### src/hdl/cts_pkg.sv
`timescale 1ns / 1ps
`default_nettype none
// ----------------------------------------------------------------------------
// cts_pkg: shared types and constants of the CAN transmit buffer scheduler
// Word layouts, event kinds, status and report codes, state and register sets.
// ----------------------------------------------------------------------------
package cts_pkg;

    localparam int MAX_BUFFERS = 32;
    localparam int NUM_BUF     = 32;
    localparam int IDX_W       = 5;
    localparam int CNT_W       = 6;

    // event kinds
    localparam logic [2:0] KIND_SEND     = 3'd0;
    localparam logic [2:0] KIND_TX_DONE  = 3'd1;
    localparam logic [2:0] KIND_CLR_SYNC = 3'd2;
    localparam logic [2:0] KIND_BUS_OFF  = 3'd3;
    localparam logic [2:0] KIND_OVERRUN  = 3'd4;

    // status codes
    localparam logic [1:0] ST_OK       = 2'd0;
    localparam logic [1:0] ST_OVERFLOW = 2'd1;
    localparam logic [1:0] ST_WINDOW   = 2'd2;
    localparam logic [1:0] ST_BAD_IDX  = 2'd3;

    // report codes
    localparam logic [2:0] RPT_NONE       = 3'd0;
    localparam logic [2:0] RPT_OVERFLOW   = 3'd1;
    localparam logic [2:0] RPT_WIN_SEND   = 3'd2;
    localparam logic [2:0] RPT_WIN_PURGE  = 3'd3;
    localparam logic [2:0] RPT_WIN_DEFER  = 3'd4;

    // sticky error bits
    localparam logic [1:0] ERR_BUS_OFF = 2'b01;
    localparam logic [1:0] ERR_OVERRUN = 2'b10;

    // configuration register indexes
    localparam logic [1:0] CFG_BUFFERS_IN_USE = 2'd0;
    localparam logic [1:0] CFG_SYNC_MASK      = 2'd1;
    localparam logic [1:0] CFG_WINDOW_CHECK   = 2'd2;

    localparam logic [CNT_W-1:0] CNT_MAX = {CNT_W{1'b1}};

    typedef struct packed {
        logic [2:0]       kind;
        logic [IDX_W-1:0] buffer_index;
        logic             hw_queue_full;
        logic             in_window;
    } t_in_word;

    typedef struct packed {
        logic [1:0]       status;
        logic             send_now;
        logic [IDX_W-1:0] sent_index;
        logic [2:0]       report_code;
        logic             purge_tx;
        logic [1:0]       error_flags;
    } t_out_word;

    typedef struct packed {
        logic [NUM_BUF-1:0] full_bits;
        logic [CNT_W-1:0]   pending_count;
        logic               first_unsent;
        logic               inhibit_flag;
        logic [1:0]         sticky_errors;
    } t_state;

    typedef struct packed {
        logic [CNT_W-1:0]   buffers_in_use;
        logic [NUM_BUF-1:0] sync_mask;
        logic               window_check_enable;
    } t_cfg;

    typedef struct packed {
        logic             found;
        logic [IDX_W-1:0] index;
    } t_pick;

endpackage
`default_nettype wire

### src/hdl/cts_in_if.sv
`timescale 1ns / 1ps
`default_nettype none
// ----------------------------------------------------------------------------
// cts_in_if: request/event word channel
// Valid/ready handshake carrying one input word.
// ----------------------------------------------------------------------------
interface cts_in_if;
    import cts_pkg::*;

    logic     valid;
    logic     ready;
    t_in_word payload;

    modport source (output valid, output payload, input ready);
    modport sink   (input valid, input payload, output ready);
endinterface
`default_nettype wire

### src/hdl/cts_out_if.sv
`timescale 1ns / 1ps
`default_nettype none
// ----------------------------------------------------------------------------
// cts_out_if: result word channel
// Valid/ready handshake carrying one result word.
// ----------------------------------------------------------------------------
interface cts_out_if;
    import cts_pkg::*;

    logic      valid;
    logic      ready;
    t_out_word payload;

    modport source (output valid, output payload, input ready);
    modport sink   (input valid, input payload, output ready);
endinterface
`default_nettype wire

### src/hdl/cts_pick.sv
`timescale 1ns / 1ps
`default_nettype none
// ----------------------------------------------------------------------------
// cts_pick: lowest full buffer search
// Masks the full bits to the active buffers and encodes the lowest set bit.
// ----------------------------------------------------------------------------
module cts_pick
    import cts_pkg::*;
(
    input  wire logic [NUM_BUF-1:0] i_full_bits,
    input  wire logic [CNT_W-1:0]   i_limit,
    output t_pick                   o_pick
);

    logic [NUM_BUF-1:0] active_mask;
    logic [NUM_BUF-1:0] cand;
    logic [NUM_BUF-1:0] lowest;
    logic [IDX_W-1:0]   enc;

    // build the mask of buffers below the limit
    always_comb begin
        if (i_limit >= CNT_W'(NUM_BUF)) begin
            active_mask = {NUM_BUF{1'b1}};
        end else begin
            active_mask = (NUM_BUF'(1) << i_limit[IDX_W-1:0]) - NUM_BUF'(1);
        end
    end

    // isolate the lowest set bit
    assign cand   = i_full_bits & active_mask;
    assign lowest = cand & (~cand + NUM_BUF'(1));

    // encode the one-hot position
    always_comb begin
        enc = '0;
        for (int i = 0; i < NUM_BUF; i++) begin
            if (lowest[i]) begin
                enc = enc | IDX_W'(i);
            end
        end
    end

    assign o_pick.found = |cand;
    assign o_pick.index = enc;

endmodule
`default_nettype wire

### src/hdl/cts_step.sv
`timescale 1ns / 1ps
`default_nettype none
// ----------------------------------------------------------------------------
// cts_step: per-word scheduling decision
// Computes the result word and the next scheduler state for one word.
// ----------------------------------------------------------------------------
module cts_step
    import cts_pkg::*;
(
    input  wire t_in_word  i_word,
    input  wire t_state    i_state,
    input  wire t_cfg      i_cfg,
    output t_state    o_state,
    output t_out_word o_res
);

    logic [CNT_W-1:0]   limit;
    logic [NUM_BUF-1:0] req_bit;
    logic [NUM_BUF-1:0] pick_bit;
    t_pick              pick;

    // clamp the active buffer count
    assign limit = (i_cfg.buffers_in_use > CNT_W'(MAX_BUFFERS)) ?
                   CNT_W'(MAX_BUFFERS) : i_cfg.buffers_in_use;

    assign req_bit  = NUM_BUF'(1) << i_word.buffer_index;
    assign pick_bit = NUM_BUF'(1) << pick.index;

    cts_pick u_pick (
        .i_full_bits (i_state.full_bits),
        .i_limit     (limit),
        .o_pick      (pick)
    );

    // decide result and next state
    always_comb begin
        o_state            = i_state;
        o_res.status       = ST_OK;
        o_res.send_now     = 1'b0;
        o_res.sent_index   = '0;
        o_res.report_code  = RPT_NONE;
        o_res.purge_tx     = 1'b0;
        case (i_word.kind)
            KIND_SEND: begin
                if ({1'b0, i_word.buffer_index} >= limit) begin
                    o_res.status = ST_BAD_IDX;
                end else if ((i_state.full_bits & req_bit) != '0) begin
                    o_res.status = ST_OVERFLOW;
                    if (!i_state.first_unsent) begin
                        o_res.report_code = RPT_OVERFLOW;
                    end
                end else if (i_cfg.window_check_enable &&
                             ((i_cfg.sync_mask & req_bit) != '0) &&
                             !i_word.in_window) begin
                    o_res.status      = ST_WINDOW;
                    o_res.report_code = RPT_WIN_SEND;
                end else if (i_word.hw_queue_full) begin
                    o_state.full_bits = i_state.full_bits | req_bit;
                    if (i_state.pending_count != CNT_MAX) begin
                        o_state.pending_count = i_state.pending_count + CNT_W'(1);
                    end
                end else begin
                    o_res.send_now   = 1'b1;
                    o_res.sent_index = i_word.buffer_index;
                end
            end
            KIND_TX_DONE: begin
                o_state.first_unsent = 1'b0;
                o_state.inhibit_flag = 1'b0;
                if (i_state.pending_count != '0) begin
                    o_state.pending_count = i_state.pending_count - CNT_W'(1);
                    if (pick.found) begin
                        o_state.full_bits = i_state.full_bits & ~pick_bit;
                        if (i_cfg.window_check_enable &&
                            ((i_cfg.sync_mask & pick_bit) != '0) &&
                            !i_word.in_window) begin
                            // drop the buffer outside the window
                            o_res.report_code = RPT_WIN_DEFER;
                        end else begin
                            if (i_cfg.window_check_enable &&
                                ((i_cfg.sync_mask & pick_bit) != '0)) begin
                                o_state.inhibit_flag = 1'b1;
                            end
                            o_res.send_now   = 1'b1;
                            o_res.sent_index = pick.index;
                        end
                    end
                end
            end
            KIND_CLR_SYNC: begin
                if (i_state.inhibit_flag) begin
                    o_res.purge_tx    = 1'b1;
                    o_res.report_code = RPT_WIN_PURGE;
                end
            end
            KIND_BUS_OFF: begin
                o_state.sticky_errors = i_state.sticky_errors | ERR_BUS_OFF;
            end
            KIND_OVERRUN: begin
                o_state.sticky_errors = i_state.sticky_errors | ERR_OVERRUN;
            end
            default: begin
            end
        endcase
        o_res.error_flags = o_state.sticky_errors;
    end

endmodule
`default_nettype wire

### src/hdl/can_tx_buffer_scheduler.sv
`timescale 1ns / 1ps
`default_nettype none
// Each accepted input word is held in the input register, then its result word is registered in the result register.
// Throughput: one word per cycle; the input register and the result register
// each advance whenever the stage after them is free or draining.
// The lowest-full-buffer search over 32 bits sits in the single logic stage.
// Reset (synchronous, active low) clears valids and scheduler state, sets the first-unsent flag and sets the
// configuration registers to 32 buffers, no sync buffers, window check off.
// ----------------------------------------------------------------------------
// can_tx_buffer_scheduler: CAN transmit buffer scheduler
// Handles send requests and tx events against a set of pending buffers.
// ----------------------------------------------------------------------------
module can_tx_buffer_scheduler
    import cts_pkg::*;
(
    input  wire logic         i_clk,
    input  wire logic         i_rst_n,
    input  wire logic         i_cfg_we,
    input  wire logic [1:0]   i_cfg_idx,
    input  wire logic [31:0]  i_cfg_data,
    cts_in_if.sink            i_req,
    cts_out_if.source         o_res
);

    logic      r_in_valid;
    t_in_word  r_in;
    logic      r_out_valid;
    t_out_word r_out;
    t_state    r_state;
    t_cfg      r_cfg;

    t_state    n_state;
    t_out_word n_out;
    logic      out_free;
    logic      advance;
    logic      in_ready;

    // handshake: result register frees on take, input register on advance
    assign out_free = !r_out_valid || o_res.ready;
    assign advance  = r_in_valid && out_free;
    assign in_ready = !r_in_valid || out_free;

    assign i_req.ready   = in_ready;
    assign o_res.valid   = r_out_valid;
    assign o_res.payload = r_out;

    cts_step u_step (
        .i_word  (r_in),
        .i_state (r_state),
        .i_cfg   (r_cfg),
        .o_state (n_state),
        .o_res   (n_out)
    );

    // hold the accepted word
    always_ff @(posedge i_clk) begin
        if (!i_rst_n) begin
            r_in_valid <= 1'b0;
        end else if (in_ready) begin
            r_in_valid <= i_req.valid;
        end
        if (in_ready && i_req.valid) begin
            r_in <= i_req.payload;
        end
    end

    // register the result and commit the state
    always_ff @(posedge i_clk) begin
        if (!i_rst_n) begin
            r_out_valid           <= 1'b0;
            r_state.full_bits     <= '0;
            r_state.pending_count <= '0;
            r_state.first_unsent  <= 1'b1;
            r_state.inhibit_flag  <= 1'b0;
            r_state.sticky_errors <= '0;
        end else begin
            if (out_free) begin
                r_out_valid <= r_in_valid;
            end
            if (advance) begin
                r_state <= n_state;
            end
        end
        if (advance) begin
            r_out <= n_out;
        end
    end

    // configuration writes
    always_ff @(posedge i_clk) begin
        if (!i_rst_n) begin
            r_cfg.buffers_in_use      <= CNT_W'(32);
            r_cfg.sync_mask           <= '0;
            r_cfg.window_check_enable <= 1'b0;
        end else if (i_cfg_we) begin
            case (i_cfg_idx)
                CFG_BUFFERS_IN_USE: r_cfg.buffers_in_use <= i_cfg_data[CNT_W-1:0];
                CFG_SYNC_MASK:      r_cfg.sync_mask      <= i_cfg_data[NUM_BUF-1:0];
                CFG_WINDOW_CHECK:   r_cfg.window_check_enable <= i_cfg_data[0];
                default: begin
                end
            endcase
        end
    end

    // no send means a zero index
    a_idle_index: assert property (@(posedge i_clk) disable iff (!i_rst_n)
        r_out_valid && !r_out.send_now |-> r_out.sent_index == '0)
        else $error("sent_index nonzero without send_now");

    // purge only with its report code
    a_purge_code: assert property (@(posedge i_clk) disable iff (!i_rst_n)
        r_out_valid && r_out.purge_tx |-> r_out.report_code == RPT_WIN_PURGE)
        else $error("purge_tx without purge report");

    // the bus-off sticky error never clears outside reset
    a_sticky: assert property (@(posedge i_clk) disable iff (!i_rst_n)
        r_state.sticky_errors[0] |=> r_state.sticky_errors[0])
        else $error("bus off flag cleared");

    // first message flag drops only on tx complete
    a_first: assert property (@(posedge i_clk) disable iff (!i_rst_n)
        $fell(r_state.first_unsent) |-> $past(advance && r_in.kind == KIND_TX_DONE))
        else $error("first_unsent cleared by other event");

endmodule
`default_nettype wire
### src/flat_wrapper.sv
// flat-port wrapper written by rule: the top's interface ports become plain ports
module can_tx_buffer_scheduler_flat import cts_pkg::*;
  (i_clk, i_rst_n, i_cfg_we, i_cfg_idx, i_cfg_data, i_req_valid, i_req_payload, i_req_ready, o_res_valid, o_res_payload, o_res_ready);
  cts_in_if i_req_i ();
  cts_out_if o_res_i ();
  input  wire logic i_clk;
  input  wire logic i_rst_n;
  input  wire logic i_cfg_we;
  input  wire logic [1:0] i_cfg_idx;
  input  wire logic [31:0] i_cfg_data;
  input wire logic [$bits(i_req_i.valid)-1:0] i_req_valid;
  input wire logic [$bits(i_req_i.payload)-1:0] i_req_payload;
  output wire logic [$bits(i_req_i.ready)-1:0] i_req_ready;
  output wire logic [$bits(o_res_i.valid)-1:0] o_res_valid;
  output wire logic [$bits(o_res_i.payload)-1:0] o_res_payload;
  input wire logic [$bits(o_res_i.ready)-1:0] o_res_ready;
  assign i_req_i.valid = i_req_valid;
  assign i_req_i.payload = i_req_payload;
  assign i_req_ready = i_req_i.ready;
  assign o_res_valid = o_res_i.valid;
  assign o_res_payload = o_res_i.payload;
  assign o_res_i.ready = o_res_ready;
  can_tx_buffer_scheduler u_core (.i_clk(i_clk), .i_rst_n(i_rst_n), .i_cfg_we(i_cfg_we), .i_cfg_idx(i_cfg_idx), .i_cfg_data(i_cfg_data), .i_req(i_req_i), .o_res(o_res_i));
endmodule
### config.mk
export PLATFORM = sky130hd
export DESIGN_NAME = can_tx_buffer_scheduler_flat
export DESIGN_NICKNAME = d
export VERILOG_FILES = /design/src/hdl/cts_pkg.sv /design/src/hdl/cts_in_if.sv /design/src/hdl/cts_out_if.sv /design/src/hdl/cts_pick.sv /design/src/hdl/cts_step.sv /design/src/hdl/can_tx_buffer_scheduler.sv /design/src/flat_wrapper.sv
export SDC_FILE = /design/constraint.sdc
export NUM_CORES = 1
export LEC_CHECK = 0
export ABC_AREA = 1
export BUFFER_PORTS_ARGS = -buffer_cell sky130_fd_sc_hd__buf_4
export CORE_UTILIZATION = 40
export DETAILED_ROUTE_END_ITERATION = 6
export PLACE_DENSITY = 0.6
export SYNTH_ARGS = -nofsm -noshare
export SYNTH_HDL_FRONTEND = slang
export SYNTH_SLANG_ARGS = --single-unit
### constraint.sdc
create_clock -name i_clk -period 8.05 [get_ports i_clk]
set_input_delay 0.805 -clock i_clk [delete_from_list [all_inputs] [get_ports i_clk]]
set_output_delay 0.805 -clock i_clk [all_outputs]
set_load 0.1 [all_outputs]
# Yosys cells after proc, flatten, opt, wreduce, memory -nomap -nowiden
# Index checks and enable logic that the tools add are counted.
dict set report word_totals {
  reg_bits 107
  out_inout_bits 16
  word_cells 229
}
dict set report classes {
  add_sub_neg 4
  magnitude_cmp 3
  eq_ne 23
  shifts 3
  muxes 143
  bitwise_logic 9
  reduce_logical 24
}
# cell n
set ops {}
lappend ops {{2-to-1 mux 38 bit} 16}
lappend ops {{2-to-1 mux 32 bit} 7}
lappend ops {{bitwise AND 32 bit} 6}
lappend ops {{2-to-1 mux 6 bit} 26}
lappend ops {{nonzero test 32 bit} 3}
lappend ops {{left shift 1 x 5 -> 32 bit (first input constant)} 3}
lappend ops {{2-to-1 mux 42 bit} 2}
lappend ops {{2-to-1 mux 5 bit} 16}
lappend ops {{2-to-1 mux 39 bit} 2}
lappend ops {{one-hot mux 38 bit (2 select lines)} 1}
lappend ops {{inverter 32 bit} 2}
lappend ops {{2-to-1 mux 9 bit} 7}
lappend ops {{2-to-1 mux 3 bit} 18}
lappend ops {{2-to-1 mux 4 bit} 9}
lappend ops {{adder 32 x 1 -> 32 bit (second input constant)} 1}
lappend ops {{OR 32 bit} 1}
lappend ops {{OR reduction 32 bit} 1}
lappend ops {{subtractor 32 x 2 -> 32 bit (second input constant)} 1}
lappend ops {{2-to-1 mux 2 bit} 13}
lappend ops {{2-to-1 mux 1 bit} 23}
lappend ops {{!= test 3 bit (second input constant)} 6}
lappend ops {{!= test 2 x 1 -> 1 bit (second input constant)} 8}
lappend ops {{AND reduction 8 bit} 2}
lappend ops {{one-hot mux 6 bit (2 select lines)} 1}
lappend ops {{other kinds (22)} 34}

# Depth between registers and ports, before layout
# Gate-level depths: netlist of the first run.
dict set report depth {
  depth_word 61
  ltp_mapped 36
}

# Modules after synthesis
# Synthesis of the first run repeated with hierarchy kept, for this count alone.
dict set report unflattened {
  cells_unflattened 1607
  hier_area_um2 9263.9
}
# module instances cells_each area_per_inst_um2
set by_module_without_submodules {}
lappend by_module_without_submodules {can_tx_buffer_scheduler 1 560 4272.8}
lappend by_module_without_submodules {cts_step 1 635 2937.8}
lappend by_module_without_submodules {cts_pick 1 412 2053.2}

# Worst setup path after synthesis of the first run
# No wires, ideal clock.
dict set report synth_timing {
  path_type {flip-flop to flip-flop}
  from {reg u_core.r_cfg[38] (netlist bit)}
  to {reg u_core.r_out (netlist bit u_core.o_res.payload[10]), data pin}
  arrival_ns 3.305
  required_ns 7.797
  slack_ns 4.491
  path_stages_with_launch 34
  path_buffers 2
  synth_period_minus_slack_ns 3.559
  path_cell_list {dfxtp_1 > buf_6 > inv_4 > buf_6 > nand3_4 > nor2_1 > nand2_1 > nor2_1 > inv_1 > ha_1 > nand2_2 > nand3_2 > nand2_2 > nand2_2 > nor2_4 > nand3_1 > nor2_2 > nand2_2 > nor2_2 > nand2_1 > nor2_2 > nand3_1 > a21oi_1 > nor2_1 > nand2_2 > nand3_1 > nor2_1 > nand3_1 > nand4_1 > nor2_1 > nand2_2 > nand2_4 > nand3_1 > nand2_1}
}
# element line_no
set synth_rtl {}
lappend synth_rtl {{start: declaration} can_tx_buffer_scheduler.sv:30} ;# t_cfg r_cfg;
lappend synth_rtl {{end signal: assignment} can_tx_buffer_scheduler.sv:85} ;# r_out <= n_out;
lappend synth_rtl {{end: declaration} can_tx_buffer_scheduler.sv:28} ;# t_out_word r_out;

# Worst setup path after layout of the first run
dict set report layout_timing {
  from {reg u_core.r_cfg[38] (netlist bit)}
  to {reg u_core.r_state[15] (netlist bit)}
}
dict set report layout_via {
  elab_chain_len 51
  elab_cells_between_ends 57
  cone_classes {2 x add/sub; 3 x order compare; 2 x eq/ne; 2 x shift; 41 x mux; 5 x bitwise; 2 x reduce/logical}
}
# element line_no
set layout_rtl {}
lappend layout_rtl {{greater-than comparator 6 bit} cts_step.sv:23} ;# assign limit = (i_cfg.buffers_in_use > CNT_W'(MAX_BUFFERS)) ?
lappend layout_rtl {{2-to-1 mux 6 bit (*)} cts_step.sv:23}
lappend layout_rtl {{left shift 1 x 5 -> 32 bit} cts_pick.sv:25} ;# active_mask = (NUM_BUF'(1) << i_limit[IDX_W-1:0]) - NUM_BUF'(1);
lappend layout_rtl {{subtractor 32 x 2 -> 32 bit} cts_pick.sv:25}
lappend layout_rtl {{2-to-1 mux 32 bit} cts_pick.sv:22} ;# if (i_limit >= CNT_W'(NUM_BUF)) begin
lappend layout_rtl {{bitwise AND 32 bit} cts_pick.sv:30} ;# assign cand = i_full_bits & active_mask;
lappend layout_rtl {{inverter 32 bit} cts_pick.sv:31} ;# assign lowest = cand & (~cand + NUM_BUF'(1));
lappend layout_rtl {{adder 32 x 1 -> 32 bit} cts_pick.sv:31}
lappend layout_rtl {{[... 35 more ...]} --}
lappend layout_rtl {{2-to-1 mux 32 bit} cts_step.sv:72} ;# if (pick.found) begin
lappend layout_rtl {{2-to-1 mux 32 bit} cts_step.sv:70} ;# if (i_state.pending_count != '0) begin
lappend layout_rtl {{2-to-1 mux 32 bit} cts_step.sv:43} ;# case (i_word.kind)
lappend layout_rtl {{2-to-1 mux 38 bit} cts_step.sv:70}
lappend layout_rtl {{2-to-1 mux 38 bit} cts_step.sv:43}
lappend layout_rtl {{one-hot mux 38 bit (2 select lines)} cts_step.sv:43}
lappend layout_rtl {{2-to-1 mux 42 bit} can_tx_buffer_scheduler.sv:80} ;# if (advance) begin
lappend layout_rtl {{2-to-1 mux 42 bit} can_tx_buffer_scheduler.sv:69} ;# if (!i_rst_n) begin
lappend layout_rtl {{end signal: assignment} can_tx_buffer_scheduler.sv:81} ;# r_state <= n_state;
lappend layout_rtl {{end: declaration} can_tx_buffer_scheduler.sv:29} ;# t_state r_state;
# Mark *: on every way between the ends. The rest lies on a longest branch, timed or not. The select of a mux whose other input is x is not followed.
# A chain may end at the register's enable or synchronous reset.

==> results of run 1 <==
==> worst min-delay path, stage by stage (launching register included) <==
cell	delay, ns
dfxtp_1	0.30
inv_1	0.06
a21oi_1	0.06
==> worst min-delay path by stage <==
stage	start	endpoint	slack (ns)
CTS	u_core.r_state[0]$_SDFFE_PN0P_	u_core.r_state[0]$_SDFFE_PN0P_	0.46
global placement	u_core.r_state[0]$_SDFFE_PN0P_	u_core.r_state[0]$_SDFFE_PN0P_	0.44
global route	u_core.r_state[1]$_SDFFE_PN0P_	u_core.r_state[1]$_SDFFE_PN0P_	0.50
finish	u_core.r_state[0]$_SDFFE_PN0P_	u_core.r_state[0]$_SDFFE_PN0P_	0.45
detailed placement	u_core.r_state[0]$_SDFFE_PN0P_	u_core.r_state[0]$_SDFFE_PN0P_	0.45
floorplan	u_core.r_state[0]$_SDFFE_PN0P_	u_core.r_state[0]$_SDFFE_PN0P_	0.43
==> per-layer routing <==
metal,vias to the layer above,GRT usage [%],share of wire (%)
li1,4309,-,-
met5,-,0,0
met4,0,10.2,3.1
met3,58,3.73,7.7
met2,394,43.9,43
met1,4024,41.5,46
==> power by group through the flow <==
stage | Clock, mW | Combinational (mW) | Sequential (mW)
floorplan | 0 | 0.160 | 0.613
global placement | 0 | 0.246 | 0.606
detailed placement | 0 | 0.245 | 0.606
CTS | 0.439 | 0.246 | 0.594
global route | 0.459 | 0.275 | 0.597
finish | 0.437 | 0.249 | 0.595
==> sequential cells by signal, summed over array words and instances (netlist names) <==
| name | count |
|---|---|
| u_core.o_res.payload | 14 |
| u_core.r_in_valid | 1 |
| u_core.r_in | 10 |
| u_core.r_state | 42 |
| u_core.o_res.valid | 1 |
| u_core.r_cfg | 39 |
==> cell families (layout without fill, tap and decap cells) <==
logic type	count (synthesis)	in the layout	synth area share [%]
buffers and inverters	239	277	11.8
DFF	107	107	29.6
AOI/OAI and AO/OA	203	203	15.0
and+or+nand+nor	695	695	41.4
xor gates and xnor gates	4	4	0.435
adders and majority gates	11	11	1.80
==> cell type report <==
class                      instances  area share, %
clock inverter                     6          0.516
inverter                         190           7.97
tap                              265           3.69
sequential                       107           26.5
clock buffer                      10           2.66
multi-input combinational        913           52.7
timing repair buffer              71           5.94
==> placed cells by master (no fill, tap or decap), types with 3 or more instances in the layout <==
| cell type | netlist | layout |
|---|---|---|
| a21oi_1 | 48 | 48 |
| a221oi_1 | 10 | 10 |
| a22oi_1 | 3 | 3 |
| a31oi_1 | 12 | 12 |
| a41oi_1 | 3 | 3 |
| buf_4 | 3 | 71 |
| clkbuf_16 | 0 | 9 |
| clkinv_1 | 4 | 5 |
| dfxtp_1 | 83 | 83 |
| edfxtp_1 | 24 | 24 |
| ha_1 | 10 | 10 |
| inv_1 | 168 | 168 |
| inv_2 | 17 | 17 |
| inv_6 | 0 | 3 |
| nand2_1 | 207 | 207 |
| nand2_2 | 20 | 20 |
| nand2_4 | 4 | 4 |
| nand3_1 | 121 | 121 |
| nand3_2 | 9 | 9 |
| nand3b_1 | 6 | 6 |
| nand4_1 | 38 | 38 |
| nand4_2 | 4 | 4 |
| nor2_1 | 167 | 165 |
| nor2_2 | 20 | 22 |
| nor2_4 | 7 | 7 |
| nor3_1 | 78 | 78 |
| nor4_1 | 8 | 8 |
| o2111ai_1 | 3 | 3 |
| o211ai_1 | 5 | 5 |
| o21ai_0 | 83 | 83 |
| o221ai_1 | 3 | 3 |
| o22ai_1 | 15 | 15 |
| xor2_1 | 3 | 3 |
==> metrics.txt, run 1 <==
First DRT Iteration DRCs 989; setup ws final 2.74 ns; Combinational Power Share 19.4%; multi-input logic area 4730 µm²; cell taking the most area after synthesis dfxtp_1; hold crit path type reg2reg; placed insts 1,546; Critical Path Stages 24; Die H 144 µm; CTS buffer count 9; r2r endpoint u_core.r_state[15]$_SDFFE_PN0P_; Mapped Nets 1,319; Clock Latency Late Sink 0.35 ns; core box area 19,600 µm²; largest net degree at the start of global routing 80; final hold violations 0; WP data arrival 5.51 ns; Seq cells post-synth 107; count of cell types in the netlist 57; cells resized by post-CTS repair 0; Slew HR 21.8%; hold_buf cts 0; TritonCTS clock tree built; Setup Skew 0.0108 ns; Crit Path Class reg2reg; Final Power 1.28 mW; top_reg_cell synth dfxtp_1; R2R cell count 24; Fillers 2,111; fmax 0.188 GHz; maximum VDD drop 0.0845 mV; CP endpoint u_core.r_state[15]$_SDFFE_PN0P_; drt first pass iters 6; row count 51; Critical path origin u_core.r_cfg[38]$_SDFFE_PN1P_; ys async rst share 0%; Avg Vias per Cell 5.62; Die Width 144 µm; fin util 45.8%; Worst-path clk slew 0.08 ns; Syn Std Cell Area 8060 µm²; P_sw 415 µW; first-pass GRT wire length 45,400 µm; number of synthesized flops with an enable pin 24; Place WS 2.86 ns; Slew @ Worst Pin 1.17 ns; GR Overflow Total 0; Sequential Area 2380 µm²; Internal Power 865 µW; Clk pwr share 34.1%; Avg WL per Cell 18.4 µm; Post-CTS Setup Bufs 0; fin crit period 5.31 ns; Final setup viols 0; post-route insts no fill 1,562; Synth Area per Inst 6.40 µm²; post-route setup TNS 0 ns; antenna violations before repair 0; outcome finished, final reports clean; PD cells 143 nW/µm²; reg2reg setup slack 2.74 ns; via count 8,785; Layout area overhead 11.4%; antenna cells 0; Worst path slowest cell dfxtp_1; final instance area 8980 µm²; Remaining DRCs 0; sequential fraction of the synthesis area 29.6%; RSZ-0062 raised after global routing false; Synth top cells by count nand2_1, inv_1, nor2_1; crit end category flop; Routed WL 28,800 µm; WHS Path Cells 2; Initial Utilization 41.1%; H-tree depth 3; Placer Congestion 0.974; Tcrit/Tclk final 66.0%; crit-path leading delay family simple AND/OR/NAND/NOR gates; Leakage 4.35 nW; Syn. warnings 0; total track usage 28.9%; Worst R2R Start u_core.r_cfg[38]$_SDFFE_PN1P_; WP buf/inv 4; worst stage delay on the critical path 0.88 ns; Sw Ratio 32.4%; top cells by area, synth dfxtp_1, nand2_1, edfxtp_1; critical path required time 8.25 ns; cell count after synthesis 1,259; Max-Cap Viols 0; CP max FO 34; DP Area 8690 µm²; HPWL after DPL 22,600 µm; top-count cell post-synth nand2_1; most frequent CP cell nand2_2; # nets final 1,352; Die Area 20,700 µm²; clk root buf clkbuf_16; number of global-route vias before repair 8,042; sequential share of power 46.5%; ratio of cells with drive above 1 in the final layout 13.7%; Post-DRT Antenna Nets 0; io pins 65; PortBufs 64; CTS sink count 107; Fin Hold WS 0.454 ns; CTS Buffer Depth 2; Pins Over Slew Limit 0; startpoint types flop; CP cell instances inv_4 -> nand2_4 -> nand2_1 -> nor2_1 -> inv_1 -> ha_1 -> nand2_2 -> nand3_2 -> nand2_2 -> nand2_2 -> nor2_4 -> nand3_1 -> nor2_2 -> nand2_2 -> nor2_2 -> nand3b_1 -> nor2_2 -> nand2_1 -> inv_1 -> nand3_1 -> nand2_2 -> clkinv_1 -> nand3_1 -> a221oi_1; top-area cell type share of the netlist area 20.6%
Note: power is estimated with default switching activity, not from simulation.
==> run 2, diff against run 1 <==
--- a/config.mk
+++ b/config.mk
@@ -5,11 +5,11 @@
 export SDC_FILE = /design/constraint.sdc
 export NUM_CORES = 1
 export LEC_CHECK = 0
-export ABC_AREA = 1
+export ABC_AREA = 0
 export BUFFER_PORTS_ARGS = -buffer_cell sky130_fd_sc_hd__buf_4
 export CORE_UTILIZATION = 40
 export DETAILED_ROUTE_END_ITERATION = 6
-export PLACE_DENSITY = 0.6
+export PLACE_DENSITY = 0.62
 export SYNTH_ARGS = -nofsm -noshare
 export SYNTH_HDL_FRONTEND = slang
 export SYNTH_SLANG_ARGS = --single-unit
==> constraint.sdc (replaced) <==
create_clock -name i_clk -period 4.84 [get_ports i_clk]
set_input_delay 0.484 -clock i_clk [delete_from_list [all_inputs] [get_ports i_clk]]
set_output_delay 0.484 -clock i_clk [all_outputs]
set_load 0.1 [all_outputs]
==> run 2 against run 1 <==
  * Worst setup slack lost 2.5 ns
  * Clock skew increased by 0.0028 ns
  * Synthesized area decreased by 4.7%
  * Non-clock buffer count grew 38
  * Die area shrank 4.7%
  * Critical endpoint is now u_core.o_res.payload[6]$_DFFE_PP_
  * Highest routed layer unchanged
  * Utilization increased by 1.3 points
==> metrics.txt, run 2 <==
Synth top cells by count nand2_1, dfxtp_1, a21oi_1; core box area 18,800 µm²; Placer Congestion 0.988; Place WS 0.158 ns; CP max FO 11; ratio of cells with drive above 1 in the final layout 16.7%; Clock Latency Late Sink 0.36 ns; CTS Buffer Depth 2; top layer in use met4; total track usage 30.3%; post-route setup TNS 0 ns; Avg Vias per Cell 6.59; Final setup viols 0; cell count after synthesis 979; Final Power 2.28 mW; Post-Route M1 WL 12,600 µm; PortBufs 64; Avg WL per Cell 23.5 µm; Mapped Nets 1,039; io pins 65; HPWL after DPL 22,700 µm; # nets final 1,089; hold_buf cts 0; Syn Std Cell Area 7680 µm²; number of global-route vias before repair 7,517; Die Width 141 µm; first-pass GRT wire length 45,300 µm; most frequent CP cell o211ai_1; maximum VDD drop 0.157 mV; top_reg_cell synth dfxtp_1; WP buf/inv 1; Slew HR 18.9%; Top reg by flops u_core.r_state; met2 wire length 12,600 µm; top-count cell post-synth nand2_1; crit-path leading delay family compound AO/OA/AOI/OAI gates; Synth Area per Inst 7.84 µm²; Syn. warnings 0; most frequent cells in the layout nand2_1, buf_4, dfxtp_1; count of cell types in the netlist 91; Tcrit/Tclk final 95.4%; Initial Utilization 40.9%; sequential fraction of the synthesis area 31.0%; H-tree depth 3; Post-DRT Antenna Nets 0; final hold violations 0; Pins Over Slew Limit 0; commonest non-fill, non-tap cell in the layout nand2_1; fmax 0.217 GHz; top cells by area, synth dfxtp_1, edfxtp_1, nand2_1; Remaining DRCs 0; GR Overflow Total 0; antenna cells 0; Fin Hold WS 0.301 ns; setup ws final 0.225 ns; fin crit period 4.62 ns; antenna violations before repair 0; Routed WL 29,800 µm; PD cells 257 nW/µm²; row count 50; critical path required time 4.99 ns; CTS sink count 107; Slew @ Worst Pin 1.21 ns; drt first pass iters 5; Worst path slowest cell or4b_2; via count 8,357; top-area cell type share of the netlist area 21.6%; startpoint types flop; Worst-path clk slew 0.08 ns; hold crit path type in2reg; worst stage delay on the critical path 0.60 ns; First DRT Iteration DRCs 1,135; max reg flops 42; wire length on met3 3220 µm; WP data arrival 4.76 ns; Max-Cap Viols 0; Leakage 3.26 nW; Die H 141 µm; Die Area 19,800 µm²; Crit Path Class reg2reg; crit end category flop; clk root buf clkbuf_16; CP cell instances buf_4 -> nand2b_1 -> nand4_1 -> ha_2 -> or4b_2 -> o211ai_1 -> a211o_1 -> nor3_1 -> a211oi_1 -> o211ai_1 -> a211oi_4 -> mux2_2 -> a21oi_1 -> nor2_1 -> o41ai_1; Layout area overhead 15.3%; Seq cells post-synth 107; largest net degree at the start of global routing 46; TritonCTS clock tree built; Setup Skew 0.0136 ns; ys async rst share 0%; cell taking the most area after synthesis dfxtp_1; number of synthesized flops with an enable pin 24; outcome finished, final reports clean; CTS buffer count 9
-- run 2: changes by cell type in the layout (fill, tap and decap cells not counted), moves of 20 or more --
cell	before	now
buf_4	71	107
nor3_1	78	28
inv_1	168	18
o21ai_0	83	50
a21oi_1	48	78
nor2_2	22	0
nand4_1	38	17
nor2_1	165	61
nand3_1	121	37
nand2_2	20	0
nand2_1	207	146
-- run 2: area by class of cell --
| type | instances | area [µm²] |
|---|---|---|
| flip-flops and latches | 107 | 2380 |
| multi-input cells | 780 | 4920 |
| well taps | 234 | 293 |
| clock buffers | 10 | 250 |
| fillers | 1876 | 9920 |
| clock inverters | 6 | 77.6 |
| repair buffers | 109 | 843 |
| inverters | 22 | 82.6 |
-- run 2: where the power goes --
group          internal, mW  leakage, nW  total (mW)  switching (mW)
clock network         0.443        0.158       0.810           0.366
registers             0.940        0.904       0.978          0.0383
logic                 0.162         2.20       0.489           0.327
-- run 2: worst paths after layout --
check / startpoint / endpoint / slack [ns] / cells past startpoint
setup / recovery: u_core.r_cfg[38]$_SDFFE_PN1P_ / u_core.o_res.payload[6]$_DFFE_PP_ / 0.22 / 15
hold / removal: i_req_payload[3] / u_core.r_in[3]$_DFFE_PP_ / 0.30 / 1
setup reg to reg: u_core.r_cfg[38]$_SDFFE_PN1P_ / u_core.o_res.payload[6]$_DFFE_PP_ / 0.22 / 15
hold reg to reg: u_core.r_state[3]$_SDFFE_PN1P_ / u_core.r_state[3]$_SDFFE_PN1P_ / 0.46 / 2
-- run 2: cells by family after synthesis --
kind of cell / share of synthesized area, %
AO/OA/AOI/OAI: 28.6
XOR/XNOR: 0.799
adder cells (fa/ha/maj): 1.89
buffers and inverters: 5.88
flip-flops: 31.0
multiplexers: 2.15
AND/OR/NAND/NOR: 29.7
-- run 2: timing repair --
item | 4_1_cts | 5_1_grt
endpoints found under the setup margin | 0 | 11
gates resized for setup | 0 | 15
buffers inserted | 0 | 1
-- run 2: per-layer routing --
metal / track usage (%) / vias to the layer above
met5: 0 / -
met4: 14.5 / 0
met3: 6.97 / 88
met2: 43.9 / 513
met1: 42.1 / 3936
li1: - / 3820
-- run 2: metrics by stage --
stage               cells  instance area, µm²  util [%]
floorplan             979                7680         -
global placement     1251                8420      44.9
detailed placement   1251                8420      44.9
CTS                  1267                8750      46.6
global route         1268                8850      47.2
finish               1268                8850      47.2
